**src/sbra_pkg.sv**
```systemverilog
// Shared constants and types for the sweep bin running average block.
package sbra_pkg;

  // Default sizes of the bin store
  localparam int unsigned DEF_BIN_COUNT = 256;
  localparam int unsigned DEF_DIST_BITS = 16;

  // Reset values of the sweep registers
  localparam logic [7:0] RST_SWEEP_MIN  = 8'd20;
  localparam logic [7:0] RST_SWEEP_MAX  = 8'd160;
  localparam logic [7:0] RST_SWEEP_STEP = 8'd1;

  // Stream and configuration widths
  localparam int unsigned IN_W    = 16;
  localparam int unsigned OUT_W   = 72;
  localparam int unsigned CFG_A_W = 2;
  localparam int unsigned CFG_D_W = 8;

  // Divisor width: sweep count plus one
  localparam int unsigned DEN_W = 17;

  // Configuration register indexes
  typedef enum logic [CFG_A_W-1:0] {
    CFG_SWEEP_MIN  = 2'd0,
    CFG_SWEEP_MAX  = 2'd1,
    CFG_SWEEP_STEP = 2'd2
  } cfg_reg_e;

endpackage

```
**src/sbra_div.sv**
```systemverilog
// Restoring bit-serial unsigned divider, one quotient bit per cycle.
module sbra_div #(
  parameter int unsigned NUM_W = 33,
  parameter int unsigned DEN_W = sbra_pkg::DEN_W
) (
  input  logic             clk_i,
  input  logic             rst_ni,
  input  logic             start_i,
  input  logic [NUM_W-1:0] num_i,
  input  logic [DEN_W-1:0] den_i,
  output logic             busy_o,
  output logic             done_o,
  output logic [NUM_W-1:0] quo_o
);

  localparam int unsigned CNT_W = $clog2(NUM_W + 1);

  logic [NUM_W-1:0] quo_q;
  logic [DEN_W-1:0] rem_q;
  logic [DEN_W-1:0] den_q;
  logic [CNT_W-1:0] cnt_q;
  logic             busy_q;
  logic             done_q;
  logic [DEN_W:0]   shift_rem;
  logic [DEN_W:0]   diff;
  logic             fits;

  // Bring down the next numerator bit and trial-subtract
  assign shift_rem = {rem_q, quo_q[NUM_W-1]};
  assign diff      = shift_rem - {1'b0, den_q};
  assign fits      = shift_rem >= {1'b0, den_q};

  // Iteration control
  always_ff @(posedge clk_i or negedge rst_ni) begin
    if (!rst_ni) begin
      busy_q <= 1'b0;
      done_q <= 1'b0;
      cnt_q  <= '0;
    end else begin
      done_q <= 1'b0;
      if (start_i) begin
        busy_q <= 1'b1;
        cnt_q  <= CNT_W'(NUM_W);
      end else if (busy_q) begin
        cnt_q <= cnt_q - 1'b1;
        if (cnt_q == CNT_W'(1)) begin
          busy_q <= 1'b0;
          done_q <= 1'b1;
        end
      end
    end
  end

  // Datapath: numerator shifts out while quotient bits shift in
  always_ff @(posedge clk_i) begin
    if (start_i) begin
      quo_q <= num_i;
      rem_q <= '0;
      den_q <= den_i;
    end else if (busy_q) begin
      quo_q <= {quo_q[NUM_W-2:0], fits};
      rem_q <= fits ? diff[DEN_W-1:0] : shift_rem[DEN_W-1:0];
    end
  end

  assign busy_o = busy_q;
  assign done_o = done_q;
  assign quo_o  = quo_q;

endmodule

```
**config.mk**
```make
export PLATFORM = sky130hd
export DESIGN_NAME = sbra_div
export DESIGN_NICKNAME = d
export VERILOG_FILES = /design/src/sbra_pkg.sv /design/src/sbra_div.sv
export SDC_FILE = /design/constraint.sdc
export NUM_CORES = 1
export LEC_CHECK = 0
export BUFFER_PORTS_ARGS = -buffer_cell sky130_fd_sc_hd__buf_2
export CORE_MARGIN = 2
export CORE_UTILIZATION = 54
export DETAILED_ROUTE_END_ITERATION = 7
export GPL_TIMING_DRIVEN = 0
export PLACE_DENSITY = 0.8
export SLEW_MARGIN = 5
export SYNTH_ARGS = -nofsm -noshare
export SYNTH_HDL_FRONTEND = slang
export SYNTH_SLANG_ARGS = --single-unit
```
**constraint.sdc**
```tcl
create_clock -name clk_i -period 3.41 [get_ports clk_i]
set_input_delay 0.682 -clock clk_i [delete_from_list [all_inputs] [get_ports clk_i]]
set_output_delay 0.682 -clock clk_i [all_outputs]
set_load 0.02 [all_outputs]
```
---- Yosys cells after proc, flatten, opt, wreduce, memory -nomap -nowiden ----
Cells that the tools add are included.
storage, ports and cells
  flip-flop bits (word level) ............. 75
  latch bits .............................. 0
  bits in writable memories ............... 0
  memory bits (read-only) ................. 0
  input port bits ......................... 53
  output and inout port bits .............. 35
  memories ................................ 0
cells by class
  add/sub/neg operators ................... 2
  multipliers ............................. 0
  divide/modulo/power cells ............... 0
  $lt $le $gt $ge ......................... 1
  equality and inequality tests ........... 1
  shift-type cells ........................ 0
  muxes and demuxes ....................... 11
  bitwise gates (word level) .............. 0
  reduce and logical (&&, ||, !) cells .... 1
operator list
  kind                 count
  $mux 33              2
  $ge 18x17->1         1
  $mux 17              1
  $sub 17x17->17       1
  $mux 6               2
  $eq 6x1->1 const B   1
  $mux 1               6
  $sub 6x1->6 const B  1
  $reduce_bool 2->1    1

---- Longest topological paths before layout ----
  depth in word-level cells ............... 4
  mapped depth ............................ 12

---- Least setup slack after synthesis ----
No wires, ideal clock.
  path type ............................... reg-to-reg
  from .................................... reg quo_q[32], in the netlist quo_o[32]
  to ...................................... reg quo_q[0], in the netlist quo_o[0], data pin
  library setup time ...................... 0.260 ns
  data arrival time ....................... 2.574 ns
  required time ........................... 3.150 ns
  setup slack ............................. 0.576 ns
  stages on the path, launching flop included .. 12
  buffers on the path ..................... 1
  clock period less this slack ............ 2.834 ns
  cells stage by stage .................... edfxtp_1 -> inv_1 -> ha_1 -> inv_1 -> fa_1 -> a21o_1 -> a221oi_2 -> o21ai_2 -> o21ai_2 -> nand2_2 -> buf_2 -> mux2_2
between the ends
  word-level cells in the longest chain between the ends .. 3
ends and longest elaborated chain
  element                   RTL line        text
  start: declaration        sbra_div.sv:18  logic [NUM_W-1:0] quo_q;
  start signal: assignment  sbra_div.sv:57  quo_q <= num_i;
  start signal: assignment  sbra_div.sv:61  quo_q <= {quo_q[NUM_W-2:0], fits};
  $ge 18x17->1              sbra_div.sv:31  assign fits = shift_rem >= {1'b0, den_q};
  $mux 33                   sbra_div.sv:60  end else if (busy_q) begin
  $mux 33                   sbra_div.sv:56  if (start_i) begin
No other way between the ends. The select of a mux whose other input is x is not followed.
A chain may end at the register's enable or synchronous reset.

---- Worst setup path in the final report ----
Ends and elaborated chain as after synthesis.

==> results.md <==
* Post-synth top cells: 50 x edfxtp_1, 37 x nand2_1, 33 x mux2_2
* Layout fillers at 573
* Chip height at 89.4 um
* Final Setup Violations at 0
* Worst Setup End Kind: flop
* Power density cells at 732 nW/um2
* Initial DRC Count at ~150
* Number of global-route vias before repair at 3,038
* RePlAce Congestion at 0.934
* Max-slew headroom at 0.472
* Initial antenna violation count at 0
* Post-synth top area share at 0.381
* Die area at 8000 um2
* Antenna fix cells at 0
* TritonCTS clock tree: yes
* Number of routed nets with antenna violations at 0
* PostCTS Resize Cnt at 0
* Clock Power Share at 0.199
* Port bufs at 87
* Setup Buffers After CTS at 0
* Setup TNS at 0 ps
* Vias per cell at between 5 and 6
* Final hold vios at 0
* Clock sinks at 75
* Int Pwr at 2150 uW
* Clock slew at reported path FFs at 90 ps
* CP startpoint kind: flop
* #FFs+latches synth at 75
* Overall via count from detail_route at 2,938
* CORE AREA at between 7000 and 8000 um2
* Gate Count Post-Synth at 342
* First-pass GRT wire length at approximately 14 mm
* Layout cells sized above 1 at 0.351
* Seq pwr share at 0.394
* Area contributors post-synth: edfxtp_1 38%, mux2_2 9.4%, dfxtp_1 8.6%
* Logic pwr share at 0.406
* Min Hold Slack at ~150 ps
* Req. time, crit path at between 3000 and 4000 ps
* Switching Share at 0.376
* Clk_lat worst skew at 360 ps
* Initial core utilization at 0.549
* Critical Path Fanout Max at 10
* Clock Path Buffers at 2
* H-Tree Level Count at 3
* Net Count, Synth at 415
* Top Ports at 88
* Achievable Freq at about 320 MHz
* GRT overflow at 0
* Final #Nets at approximately 510
* Wire per inst at 15.4 um
* Seq/Total Area, Yosys at 0.518
* Minimum clock period at 3100 ps
* Synth cell types at 47
* Largest area contributor in the netlist: edfxtp_1
* Area Growth Syn to Fin at 19.2%
* NetSw at 1290 uW
* Clk root buf: clkbuf_8
* Site Rows at 31
* Worst slew pin tran at 791 ps
* RSZ-0062 raised after global routing: false
* Period utilization at 0.909
* Syn avg cell area at about 12 um2
* Largest net degree at the start of global routing at 34
* Crit Path Class: flop to flop
* Yosys warns at 0
* First-pass detailed-route iteration total at 4
* VDD IR max at 0.475 mV
* Final wirelength at 8.39 mm
* EDFF count, synth at 50
* Dpl hpwl at 6.14 mm
* Worst endpoint data arrival time at 3220 ps
* FFs w/ async S/R, synth at 0.107
* Status: completed
* MaxCap Viol Count at 0
* Mapped Area at 3940 um2
* Post-synth top flop: edfxtp_1
* Hold_buf cts at 0
* Most frequent cell after synthesis: edfxtp_1
* Class of the worst hold path: input pin to asynchronous set/reset pin
* Total CTS buffers at 9
* Leak at 0.00201 uW
* Final Max Slew Viols at 0
* Tot GR Track Use at 0.230
* Die width at roughly 89 um
* DRC viols at 0
* Final Skew at approximately 13 ps
## critical path: stages (launching register included)
cell and delay (ps):
edfxtp_1 430, inv_1 80, ha_1 150, inv_1 50, fa_1 420, a21o_1 230
a221oi_2 400, o21ai_2 190, o21ai_2 210, nand2_2 180, buf_2 250, mux2_2 280
## placed cells by master, fill, tap and decap left out, types with 7 or more instances in the layout
cell type,count
a21oi_1,11
a311oi_2,10
buf_2,88
clkbuf_1,9
clkbuf_8,9
dfrtp_1,8
dfxtp_1,17
edfxtp_1,50
ha_1,19
inv_1,22
mux2_2,33
nand2_1,37
nand2b_1,8
nor2_1,28
o21ai_0,9
xnor2_1,11
xor2_1,7
## power by group through the flow
stage	Combinational, uW	Clock, uW	Sequential (uW)
3_3_place_gp	1350	0	1360
2_1_floorplan	936	0	1470
6_report	1400	686	1360
5_1_grt	1550	725	1390
4_1_cts	1390	695	1360
3_5_place_dp	1390	0	1370
## metal layers
metal  part of all wire  routed length, um  vias up  global-route usage
li1                   -                  -     1440                   -
met1               0.44               3690     1389               0.286
met2               0.47               3960       96               0.382
met3              0.074                622       13              0.0776
met4              0.015                124        0              0.0692
met5                  0                  0        -                   0
## cell families after synthesis
family          share of synthesized area
flops                               0.518
fa+ha+maj                          0.0654
simple gates                        0.117
buf+inv                            0.0374
mux                                0.0968
compound gates                      0.125
xor+xnor                           0.0400
## path summary, 6_finish.rpt
path | from | endpoint | slack (ps) | cells after the start
max | quo_o[32]$_DFFE_PP_ | quo_o[0]$_DFFE_PP_ | 310 | 11
min | rst_ni | cnt_q[3]$_DFFE_PN0P_ | 150 | 1
max reg2reg | quo_o[32]$_DFFE_PP_ | quo_o[0]$_DFFE_PP_ | 310 | 11
min reg2reg | rem_q[16]$_SDFFE_PP0P_ | rem_q[16]$_SDFFE_PP0P_ | 500 | 2
max in group asynchronous | rst_ni | cnt_q[4]$_DFFE_PN0P_ | 3080 | 1
min in group clk_i | den_i[15] | den_q[15]$_DFFE_PP_ | 490 | 1
## through the flow
step           cells  instance area (um2)   util  total power, uW  setup slack, ps
2_1_floorplan    342                 3940      -             2400              576
3_3_place_gp     528                 4500  0.627             2720             -107
3_5_place_dp     528                 4500  0.627             2760             -152
4_1_cts          544                 4690  0.654             3450              239
5_1_grt          544                 4700  0.655             3660              149
6_report         544                 4700  0.655             3440              311
## registers in the layout, indices dropped and copies added (netlist names)
name / flops
quo_o: 33
den_q: 17
rem_q: 17
cnt_q: 6
busy_o: 1
done_o: 1
## cell type report
class | instances | area, um2 | share of cell area
Sequential cell | 75 | 2040 | 0.435
Multi-Input combinational cell | 231 | 1750 | 0.373
Timing Repair Buffer | 87 | 435 | 0.0927
Clock buffer | 10 | 128 | 0.0272
Tap cell | 99 | 124 | 0.0264
Inverter | 23 | 90.1 | 0.0192
Clock inverter | 6 | 65.1 | 0.0138
Buffer | 13 | 61.3 | 0.0130
(Power assumes the default switching activity.)
